File: src/design/esp_pkg.sv
// ----------------------------------------------------------------------------
// esp_pkg
// Shared types and constants for the encoder speed PID controller.
// ----------------------------------------------------------------------------
`default_nettype none

package esp_pkg;

	// target saturation bound, rpm (integer part)
	localparam int unsigned TARGET_LIMIT_RPM = 512;
	localparam int unsigned TMAX_Q8 = TARGET_LIMIT_RPM * 256;

	localparam int unsigned CFG_INDEX_W = 4;
	localparam int unsigned CFG_DATA_W  = 39;

	// register indexes
	localparam logic [CFG_INDEX_W-1:0] REG_RPM_PER_COUNT  = 4'd0;
	localparam logic [CFG_INDEX_W-1:0] REG_FILTER_GAIN    = 4'd1;
	localparam logic [CFG_INDEX_W-1:0] REG_GAIN_P         = 4'd2;
	localparam logic [CFG_INDEX_W-1:0] REG_GAIN_I         = 4'd3;
	localparam logic [CFG_INDEX_W-1:0] REG_GAIN_D         = 4'd4;
	localparam logic [CFG_INDEX_W-1:0] REG_INTEGRAL_GATE  = 4'd5;
	localparam logic [CFG_INDEX_W-1:0] REG_OUTPUT_LIMIT   = 4'd6;
	localparam logic [CFG_INDEX_W-1:0] REG_INTEGRAL_BOUND = 4'd7;

	localparam logic [15:0] FILTER_GAIN_RST  = 16'hFFFF;
	localparam logic [14:0] OUTPUT_LIMIT_RST = 15'd25600;

	typedef struct packed {
		logic [23:0] rpm_per_count;
		logic [15:0] filter_gain;
		logic [15:0] gain_p;
		logic [15:0] gain_i;
		logic [15:0] gain_d;
		logic [23:0] integral_gate;
		logic [14:0] output_limit;
		logic [38:0] integral_bound;
	} cfg_t;

	// datapath operations, one per sequencer step
	typedef enum logic [3:0] {
		OP_NONE,
		OP_LOAD,
		OP_MUL_RAW,
		OP_RAW,
		OP_MUL_FLT,
		OP_UPD_SE,
		OP_ERR,
		OP_SUM,
		OP_MUL_P,
		OP_MUL_D,
		OP_MUL_IL,
		OP_MUL_IH,
		OP_ACC_LAST,
		OP_DRIVE
	} op_t;

	typedef enum logic [3:0] {
		ST_IDLE,
		ST_MUL_RAW,
		ST_RAW,
		ST_MUL_FLT,
		ST_UPD_SE,
		ST_ERR,
		ST_SUM,
		ST_MUL_P,
		ST_MUL_D,
		ST_MUL_IL,
		ST_MUL_IH,
		ST_ACC_LAST,
		ST_DRIVE
	} state_t;

	typedef struct packed {
		op_t op;
	} cmd_t;

	typedef struct packed {
		logic out_busy;  // result register full and not taken this cycle
	} stat_t;

endpackage

`default_nettype wire

File: src/design/encoder_speed_pid.sv
// ----------------------------------------------------------------------------
// encoder_speed_pid
// Wheel speed PID controller: scales and low-pass filters encoder deltas,
// runs a gated-integral PID step and saturates the drive.
// ----------------------------------------------------------------------------
//
//  channel  | direction | beat contents (low bits first)
//  ---------+-----------+---------------------------------------------------
//  s_*      | in        | count_delta[15:0], target_speed[39:16]
//  m_*      | out       | drive_percent[15:0], filtered_rpm[39:16]
//  cfg_*    | in        | cfg_index = register index 0..7, cfg_data = value
//
//  Steps: accept, 11 datapath steps and result write per item, set by the
//  one shared 26x17 multiplier (six products) and the filter -> error ->
//  integral chain; a new item is taken only after the result write.
//  Reset: arst_n clears speed estimate, last error and integral and loads
//  register defaults; no clearing pass.
//  Stalls: a held result beat blocks the next item's result write and input.
// ----------------------------------------------------------------------------
`default_nettype none

module encoder_speed_pid #(
	parameter int unsigned TGT_LIMIT_RPM = esp_pkg::TARGET_LIMIT_RPM
) (
	input  wire logic        clk,
	input  wire logic        arst_n,
	// input stream
	input  wire logic        s_tvalid,
	output logic             s_tready,
	input  wire logic [39:0] s_tdata,    // count_delta[15:0], target_speed[39:16]
	// result stream
	output logic             m_tvalid,
	input  wire logic        m_tready,
	output logic [39:0]      m_tdata,    // drive_percent[15:0], filtered_rpm[39:16]
	// configuration writes
	input  wire logic        cfg_valid,
	output logic             cfg_ready,
	input  wire logic [3:0]  cfg_index,
	input  wire logic [38:0] cfg_data
);
	import esp_pkg::*;

	cfg_t  cfg;
	cmd_t  cmd;
	stat_t stat;

	// register file; cfg_ready is always high, writes are meant for idle periods
	esp_cfg u_cfg (
		.clk       (clk),
		.arst_n    (arst_n),
		.cfg_valid (cfg_valid),
		.cfg_ready (cfg_ready),
		.cfg_index (cfg_index),
		.cfg_data  (cfg_data),
		.cfg       (cfg)
	);

	// sequencer: owns s_tready, issues one op per cycle unless a result stall holds it
	esp_ctrl u_ctrl (
		.clk      (clk),
		.arst_n   (arst_n),
		.in_valid (s_tvalid),
		.in_ready (s_tready),
		.stat     (stat),
		.cmd      (cmd)
	);

	// arithmetic, loop state, result register
	esp_dp #(
		.TGT_LIMIT_RPM (TGT_LIMIT_RPM)
	) u_dp (
		.clk       (clk),
		.arst_n    (arst_n),
		.cmd       (cmd),
		.stat      (stat),
		.cfg       (cfg),
		.in_data   (s_tdata),
		.out_valid (m_tvalid),
		.out_ready (m_tready),
		.out_data  (m_tdata)
	);

endmodule

`default_nettype wire

File: src/design/esp_cfg.sv
// ----------------------------------------------------------------------------
// esp_cfg
// Configuration register file; values masked to register width.
// ----------------------------------------------------------------------------
`default_nettype none

module esp_cfg (
	input  wire logic                             clk,
	input  wire logic                             arst_n,
	input  wire logic                             cfg_valid,
	output logic                                  cfg_ready,
	input  wire logic [esp_pkg::CFG_INDEX_W-1:0]  cfg_index,
	input  wire logic [esp_pkg::CFG_DATA_W-1:0]   cfg_data,
	output esp_pkg::cfg_t                         cfg
);
	import esp_pkg::*;

	cfg_t cfg_q;

	assign cfg_ready = 1'b1;
	assign cfg       = cfg_q;

	always_ff @(posedge clk or negedge arst_n) begin
		if (!arst_n) begin
			cfg_q                <= '0;
			cfg_q.filter_gain    <= FILTER_GAIN_RST;
			cfg_q.output_limit   <= OUTPUT_LIMIT_RST;
		end else if (cfg_valid) begin
			unique case (cfg_index)
				REG_RPM_PER_COUNT:  cfg_q.rpm_per_count  <= cfg_data[23:0];
				REG_FILTER_GAIN:    cfg_q.filter_gain    <= cfg_data[15:0];
				REG_GAIN_P:         cfg_q.gain_p         <= cfg_data[15:0];
				REG_GAIN_I:         cfg_q.gain_i         <= cfg_data[15:0];
				REG_GAIN_D:         cfg_q.gain_d         <= cfg_data[15:0];
				REG_INTEGRAL_GATE:  cfg_q.integral_gate  <= cfg_data[23:0];
				REG_OUTPUT_LIMIT:   cfg_q.output_limit   <= cfg_data[14:0];
				REG_INTEGRAL_BOUND: cfg_q.integral_bound <= cfg_data[38:0];
				default: ;  // unmapped index, dropped
			endcase
		end
	end

endmodule

`default_nettype wire

File: src/design/esp_ctrl.sv
// ----------------------------------------------------------------------------
// esp_ctrl
// Step sequencer: issues one datapath operation per cycle per item, except while it waits for input or a busy result.
// ----------------------------------------------------------------------------
`default_nettype none

module esp_ctrl (
	input  wire logic           clk,
	input  wire logic           arst_n,
	input  wire logic           in_valid,
	output logic                in_ready,
	input  wire esp_pkg::stat_t stat,
	output esp_pkg::cmd_t       cmd
);
	import esp_pkg::*;

	state_t state_q, state_d;

	always_ff @(posedge clk or negedge arst_n) begin
		if (!arst_n) begin
			state_q <= ST_IDLE;
		end else begin
			state_q <= state_d;
		end
	end

	// next state
	always_comb begin
		state_d = state_q;
		unique case (state_q)
			ST_IDLE:     if (in_valid) state_d = ST_MUL_RAW;
			ST_MUL_RAW:  state_d = ST_RAW;
			ST_RAW:      state_d = ST_MUL_FLT;
			ST_MUL_FLT:  state_d = ST_UPD_SE;
			ST_UPD_SE:   state_d = ST_ERR;
			ST_ERR:      state_d = ST_SUM;
			ST_SUM:      state_d = ST_MUL_P;
			ST_MUL_P:    state_d = ST_MUL_D;
			ST_MUL_D:    state_d = ST_MUL_IL;
			ST_MUL_IL:   state_d = ST_MUL_IH;
			ST_MUL_IH:   state_d = ST_ACC_LAST;
			ST_ACC_LAST: state_d = ST_DRIVE;
			ST_DRIVE:    if (!stat.out_busy) state_d = ST_IDLE;
			default:     state_d = ST_IDLE;
		endcase
	end

	// outputs
	always_comb begin
		in_ready = 1'b0;
		cmd.op   = OP_NONE;
		unique case (state_q)
			ST_IDLE: begin
				in_ready = 1'b1;
				if (in_valid) cmd.op = OP_LOAD;
			end
			ST_MUL_RAW:  cmd.op = OP_MUL_RAW;
			ST_RAW:      cmd.op = OP_RAW;
			ST_MUL_FLT:  cmd.op = OP_MUL_FLT;
			ST_UPD_SE:   cmd.op = OP_UPD_SE;
			ST_ERR:      cmd.op = OP_ERR;
			ST_SUM:      cmd.op = OP_SUM;
			ST_MUL_P:    cmd.op = OP_MUL_P;
			ST_MUL_D:    cmd.op = OP_MUL_D;
			ST_MUL_IL:   cmd.op = OP_MUL_IL;
			ST_MUL_IH:   cmd.op = OP_MUL_IH;
			ST_ACC_LAST: cmd.op = OP_ACC_LAST;
			ST_DRIVE:    if (!stat.out_busy) cmd.op = OP_DRIVE;
			default:     cmd.op = OP_NONE;
		endcase
	end

endmodule

`default_nettype wire

File: src/design/esp_dp.sv
// ----------------------------------------------------------------------------
// esp_dp
// Datapath: one shared 26x17 signed multiplier, accumulator, filter and
// PID state, result register.
// ----------------------------------------------------------------------------
`default_nettype none

module esp_dp #(
	parameter int unsigned TGT_LIMIT_RPM = esp_pkg::TARGET_LIMIT_RPM
) (
	input  wire logic          clk,
	input  wire logic          arst_n,
	input  wire esp_pkg::cmd_t cmd,
	output esp_pkg::stat_t     stat,
	input  wire esp_pkg::cfg_t cfg,
	input  wire logic [39:0]   in_data,
	output logic               out_valid,
	input  wire logic          out_ready,
	output logic [39:0]        out_data
);
	import esp_pkg::*;

	localparam logic signed [23:0] TMAX   = 24'(TGT_LIMIT_RPM * 256);
	localparam logic signed [23:0] S24MAX = 24'sh7FFFFF;
	localparam logic signed [23:0] S24MIN = -24'sh800000;

	// item registers
	logic signed [15:0] delta_q;
	logic signed [23:0] tgt_q;
	logic               tzero_q;
	logic signed [23:0] raw_q;
	logic signed [24:0] err_q;
	logic signed [25:0] deriv_q;
	logic signed [42:0] prod_q;
	logic               hi_q;     // product belongs to the upper integral half
	logic signed [63:0] acc_q;

	// controller state
	logic signed [23:0] se_q;
	logic signed [24:0] last_q;
	logic signed [39:0] sum_q;

	// result register
	logic signed [15:0] drive_q;
	logic signed [23:0] frpm_q;
	logic               out_valid_q;

	// ---------------- multiplier operands
	logic signed [25:0] mul_a;
	logic signed [16:0] mul_b;
	logic signed [42:0] prod_c;
	logic signed [24:0] diff_c;

	assign diff_c = 25'(raw_q) - 25'(se_q);

	always_comb begin
		mul_a = '0;
		mul_b = '0;
		unique case (cmd.op)
			OP_MUL_RAW: begin
				mul_a = $signed({2'b00, cfg.rpm_per_count});
				mul_b = 17'(delta_q);
			end
			OP_MUL_FLT: begin
				mul_a = 26'(diff_c);
				mul_b = $signed({1'b0, cfg.filter_gain});
			end
			OP_MUL_P: begin
				mul_a = 26'(err_q);
				mul_b = $signed({1'b0, cfg.gain_p});
			end
			OP_MUL_D: begin
				mul_a = deriv_q;
				mul_b = $signed({1'b0, cfg.gain_d});
			end
			OP_MUL_IL: begin
				mul_a = $signed({6'b0, sum_q[19:0]});
				mul_b = $signed({1'b0, cfg.gain_i});
			end
			OP_MUL_IH: begin
				mul_a = 26'($signed(sum_q[39:20]));
				mul_b = $signed({1'b0, cfg.gain_i});
			end
			default: ;
		endcase
	end

	assign prod_c = mul_a * mul_b;

	// ---------------- raw speed: round by 2^8, saturate to 24 bits
	logic signed [42:0] raw_rnd;
	logic signed [34:0] raw_full;
	logic signed [23:0] raw_c;

	assign raw_rnd  = prod_q + 43'sd128;
	assign raw_full = raw_rnd[42:8];

	always_comb begin
		if (raw_full > 35'(S24MAX))      raw_c = S24MAX;
		else if (raw_full < 35'(S24MIN)) raw_c = S24MIN;
		else                             raw_c = raw_full[23:0];
	end

	// ---------------- filter update: round by 2^16, saturate
	logic signed [42:0] flt_rnd;
	logic signed [27:0] se_full;
	logic signed [23:0] se_c;

	assign flt_rnd = prod_q + 43'sd32768;
	assign se_full = 28'(se_q) + 28'($signed(flt_rnd[42:16]));

	always_comb begin
		if (se_full > 28'(S24MAX))      se_c = S24MAX;
		else if (se_full < 28'(S24MIN)) se_c = S24MIN;
		else                            se_c = se_full[23:0];
	end

	// ---------------- target clamp at load
	logic signed [23:0] tin;
	logic signed [23:0] tgt_c;

	assign tin = in_data[39:16];

	always_comb begin
		if (tin > TMAX)       tgt_c = TMAX;
		else if (tin < -TMAX) tgt_c = -TMAX;
		else                  tgt_c = tin;
	end

	// ---------------- error and derivative
	logic signed [24:0] err_c;
	logic signed [25:0] deriv_c;

	assign err_c   = 25'(tgt_q) - 25'(se_q);
	assign deriv_c = 26'(err_c) - 26'(last_q);

	// ---------------- integral gate and clamp
	logic [24:0]        mag_c;
	logic               gate_open;
	logic signed [40:0] sum_full;
	logic signed [40:0] bound_c;
	logic signed [39:0] sum_c;

	assign mag_c     = err_q[24] ? 25'(-err_q) : 25'(err_q);
	assign gate_open = (cfg.gain_i != 16'd0) && (mag_c < {1'b0, cfg.integral_gate});
	assign sum_full  = 41'(sum_q) + 41'(err_q);
	assign bound_c   = $signed({2'b00, cfg.integral_bound});

	always_comb begin
		if (sum_full > bound_c)       sum_c = bound_c[39:0];
		else if (sum_full < -bound_c) sum_c = 40'(-bound_c);
		else                          sum_c = sum_full[39:0];
	end

	// ---------------- accumulator input
	logic signed [63:0] prod_ext;

	assign prod_ext = hi_q ? (64'(prod_q) <<< 20) : 64'(prod_q);

	// ---------------- drive: round by 2^8, clamp to output limit, zero for a zero target
	logic signed [63:0] acc_rnd;
	logic signed [55:0] drv_full;
	logic signed [55:0] lim_c;
	logic signed [15:0] drive_c;

	assign acc_rnd  = acc_q + 64'sd128;
	assign drv_full = acc_rnd[63:8];
	assign lim_c    = $signed({41'b0, cfg.output_limit});

	always_comb begin
		if (tzero_q)                drive_c = '0;
		else if (drv_full > lim_c)  drive_c = lim_c[15:0];
		else if (drv_full < -lim_c) drive_c = 16'(-lim_c);
		else                        drive_c = drv_full[15:0];
	end

	// ---------------- payload registers
	always_ff @(posedge clk) begin
		unique case (cmd.op)
			OP_LOAD: begin
				delta_q <= in_data[15:0];
				tgt_q   <= tgt_c;
				tzero_q <= (tgt_c == 24'sd0);
			end
			OP_MUL_RAW, OP_MUL_FLT: begin
				prod_q <= prod_c;
				hi_q   <= 1'b0;
			end
			OP_RAW: raw_q <= raw_c;
			OP_ERR: begin
				err_q   <= err_c;
				deriv_q <= deriv_c;
			end
			OP_MUL_P: begin
				prod_q <= prod_c;
				hi_q   <= 1'b0;
				acc_q  <= '0;
			end
			OP_MUL_D, OP_MUL_IL, OP_MUL_IH: begin
				prod_q <= prod_c;
				hi_q   <= (cmd.op == OP_MUL_IH);
				acc_q  <= acc_q + prod_ext;
			end
			OP_ACC_LAST: acc_q <= acc_q + prod_ext;
			OP_DRIVE: begin
				drive_q <= drive_c;
				frpm_q  <= se_q;
			end
			default: ;
		endcase
	end

	// ---------------- loop state and result handshake
	always_ff @(posedge clk or negedge arst_n) begin
		if (!arst_n) begin
			se_q        <= '0;
			last_q      <= '0;
			sum_q       <= '0;
			out_valid_q <= 1'b0;
		end else begin
			if (cmd.op == OP_UPD_SE) se_q <= se_c;
			if (cmd.op == OP_SUM) begin
				if (tzero_q) begin
					last_q <= '0;
					sum_q  <= '0;
				end else begin
					last_q <= err_q;
					sum_q  <= gate_open ? sum_c : 40'sd0;
				end
			end
			if (cmd.op == OP_DRIVE)  out_valid_q <= 1'b1;
			else if (out_ready)      out_valid_q <= 1'b0;
		end
	end

	assign stat.out_busy = out_valid_q && !out_ready;
	assign out_valid     = out_valid_q;
	assign out_data      = {frpm_q, drive_q};

endmodule

`default_nettype wire

File: config.mk
export PLATFORM = sky130hd
export DESIGN_NAME = encoder_speed_pid
export DESIGN_NICKNAME = d
export VERILOG_FILES = /design/src/design/esp_pkg.sv /design/src/design/encoder_speed_pid.sv /design/src/design/esp_cfg.sv /design/src/design/esp_ctrl.sv /design/src/design/esp_dp.sv
export SDC_FILE = /design/constraint.sdc
export NUM_CORES = 2
export LEC_CHECK = 0
export ABC_CLOCK_PERIOD_IN_PS = 10000
export BUFFER_PORTS_ARGS = -buffer_cell sky130_fd_sc_hd__buf_4
export CAP_MARGIN = 20
export CORE_ASPECT_RATIO = 0.9
export CORE_MARGIN = 2
export CORE_UTILIZATION = 30
export CTS_CLUSTER_DIAMETER = 100
export DETAILED_ROUTE_END_ITERATION = 8
export GPL_TIMING_DRIVEN = 1
export PLACE_DENSITY = 0.55
export SLEW_MARGIN = 20
export SYNTH_ARGS = -nofsm -noshare
export SYNTH_HDL_FRONTEND = slang
export SYNTH_SLANG_ARGS = --single-unit
File: constraint.sdc
create_clock -name clk -period 10 [get_ports clk]
set_input_delay 2 -clock clk [delete_from_list [all_inputs] [get_ports clk]]
set_output_delay 2 -clock clk [all_outputs]
set_load 0.02 [all_outputs]
==> out/qor.csv <==
metric,value,unit
core_area,0.1809,mm²
outcome,"finished, final reports clean",
route.detailed.drc,0,
vias_per_cell,5.297,
worst_path_most_repeated_cell,fa_1,
fin_skew,0.03154,ns
yosysWarnings,0,
clockRootBuffer,clkbuf_16,
hpwl,153000,µm
power,0.02391,W
drt_pre_antenna_iters,9,
maxSlewHeadroom,0.2274,
peakVddDrop,0.2230,mV
wl,193400,µm
crit_path_start_kind,flop,
area_growth,11.77,%
cp.arrival,9.93,ns
htree_num_levels,3,
die_x,453.8,µm
clk_latency,0.67,ns
hold_path.class,reg -> reg,
avgSynthCellArea,9.100,µm²
io_buffers,129,
antenna_found_initial,12,
path_depth,37,
avgRoutedWirePerCell,22.64,µm
ant_nets,0,
cts_tree,done,
period_share,0.9501,
fmax,0.1053,GHz
place_congestion,0.9451,
crit_fanout,9,
floorplan.initialDensity,0.3019,
placed_cells,8415,
worst_setup_path_end_kind,flop,
synth-seq-area-share,0.2647,
worstMarginPinSlew,1.159,ns
dieArea,0.1855,mm²
grt_pass1_wl,288200,µm
path_clk_slew,0.06,ns
wl_met3,14530,µm
die_h,408.8,µm
power_leakage,27.48,nW
rrSetupSlack,0.50,ns
worstHoldPathCells,2,
cpPeakStageDelay,0.55,ns
synth-main-ff-cell,edfxtp_1,
crit_type,reg -> reg,
clock-sinks,524,
yosys_register_bits,524,
rows,148,
cts_buffers,67,
fin_cells,8542,
timing.final.max_slew_violations,0,
layout.nets,7096,
drt-initial-drc-count,4326,
top_layer,met4,
clockBufferDepth,3,
grt_overflow,0,
syn_area,0.05463,mm²
vias,45250,
critPathRequiredTime,10.43,ns
grt_max_degree,91,
async_flop_share,0.4962,
final_cell_mix,"inv_1, nand2_1, nor2_1",
pin_count,131,
dr_wl_met2,82560,µm
layout-drive-gt1-share,0.09350,
final_common_cell,inv_1,
cpLargestDelayFamily,adder cells,
worst_r2r_path_depth,37,
hold_violations,0,
syn_nets,7014,
synth_edf_count,264,
path_buf_inv,5,
syn_inst,6003,
critPathSlowestCell,fa_1,
maxCapViolations,0,
setup_viol,0,
grt_use_total,0.2065,
grt_pass1_vias,44220,
post-route-min-period,9.501,ns
drt-met1-wl,91000,µm
powerDensity,391.6,mW/mm²
synthDistinctLibCells,103,
## layout make-up
| type | instances | area (µm²) |
|---|---|---|
| diodes | 3 | 7.507 |
| clock inverters | 25 | 289.0 |
| repair buffers | 236 | 1795 |
| multi-input cells | 4587 | 37030 |
| fillers | 18640 | 119900 |
| flip-flops and latches | 524 | 14460 |
| inverters | 669 | 2511 |
| clock buffers | 98 | 1967 |
| well taps | 2400 | 3003 |
## Yosys cell counts (11+ instances only)
cell | number | share of area
inv_1 | 666 | 0.046
nand2_1 | 619 | 0.043
nor2_1 | 540 | 0.037
ha_1 | 486 | 0.11
fa_1 | 437 | 0.16
o21ai_0 | 277 | 0.025
xnor2_1 | 273 | 0.044
a21oi_1 | 272 | 0.025
edfxtp_1 | 264 | 0.15
dfrtp_1 | 241 | 0.11
clkbuf_1 | 191 | 0.013
a21o_1 | 170 | 0.023
nand3_1 | 123 | 0.011
mux2_2 | 117 | 0.024
xor2_1 | 113 | 0.018
nand4_1 | 90 | 0.010
nor3_1 | 86 | 0.0079
nor2b_1 | 80 | 0.0092
nand2b_1 | 79 | 0.0090
and3_1 | 73 | 0.0084
a22oi_1 | 68 | 0.0093
o21a_1 | 67 | 0.0092
o21ai_1 | 64 | 0.0059
and2_1 | 58 | 0.0066
a221o_1 | 34 | 0.0062
a211oi_1 | 30 | 0.0041
a31oi_1 | 30 | 0.0034
mux2i_1 | 28 | 0.0051
o21bai_1 | 27 | 0.0037
or3_1 | 24 | 0.0027
o31ai_1 | 22 | 0.0030
and4_1 | 20 | 0.0032
nor4_1 | 20 | 0.0023
dfstp_2 | 19 | 0.0091
o211ai_1 | 18 | 0.0025
buf_1 | 15 | 0.0010
or2_2 | 15 | 0.0017
buf_2 | 12 | 0.0011
a211o_1 | 11 | 0.0018
o41ai_1 | 11 | 0.0018
## per-stage QoR
step	util	setup TNS, ns	area [µm²]	worst slack [ns]	hold slack, ns
3_5_place_dp	0.3245	0	58710	0.2414	0.4706
3_3_place_gp	0.3245	0	58710	0.2808	0.4646
2_1_floorplan	-	0	54630	0.9128	0.4485
4_1_cts	0.3370	0	60960	0.2278	0.4837
6_report	0.3375	0	61060	0.4990	0.4859
5_1_grt	0.3374	-0.001075	61050	-0.001075	0.5024
## registers in the layout (all words and copies together) (netlist names), 24 cells and up
register	count
u_cfg.cfg	166
u_dp.acc_q	64
u_dp.prod_q	43
u_dp.sum_q	40
u_dp.deriv_q	26
u_dp.err_q	25
u_dp.last_q	25
u_dp.frpm_q	24
u_dp.raw_q	24
u_dp.se_q	24
u_dp.tgt_q	24
## where the power goes
part,switching [W],internal [W]
clock,0.00107,0.00146
combinational,0.0104,0.00646
sequential,0.00112,0.00343
total,0.0126,0.0113
## final timing paths
check,start,to
setup / recovery,u_dp.se_q[1],u_dp.prod_q[39]
hold / removal,u_dp.last_q[6],u_dp.last_q[6]
setup reg to reg,u_dp.se_q[1],u_dp.prod_q[39]
hold reg to reg,u_dp.last_q[6],u_dp.last_q[6]
max in group asynchronous,arst_n,u_cfg.cfg[69]
min in group asynchronous,arst_n,u_dp.sum_q[28]
## layer usage
metal / GRT usage / up-vias
li1: - / 20820
met5: 0 / -
met4: 0.06095 / 0
met3: 0.03327 / 230
met2: 0.3081 / 1619
met1: 0.3042 / 22570
## cells by family after synthesis
| group | count (synthesis) | share of synthesized area |
|---|---|---|
| adders and majority gates | 923 | 0.2715 |
| other | 1 | 0.00006865 |
| and+or+nand+nor | 1882 | 0.1608 |
| xor gates and xnor gates | 386 | 0.06189 |
| DFF | 524 | 0.2647 |
| AOI/OAI and AO/OA | 1250 | 0.1499 |
| muxes | 145 | 0.02925 |
| buffers and inverters | 892 | 0.06196 |
## repair_timing
action,in CTS,in global routing
endpoints found under the setup margin,0,8
buffers inserted,0,1
gates resized for setup,0,14
hold buffers,0,0
## tightest hold or removal path, stage by stage, from the launching register on
cell and delay [ns]:
dfrtp_1 0.34, nand2_1 0.05, o21ai_0 0.06
Power figures use the tool's default switching activity.
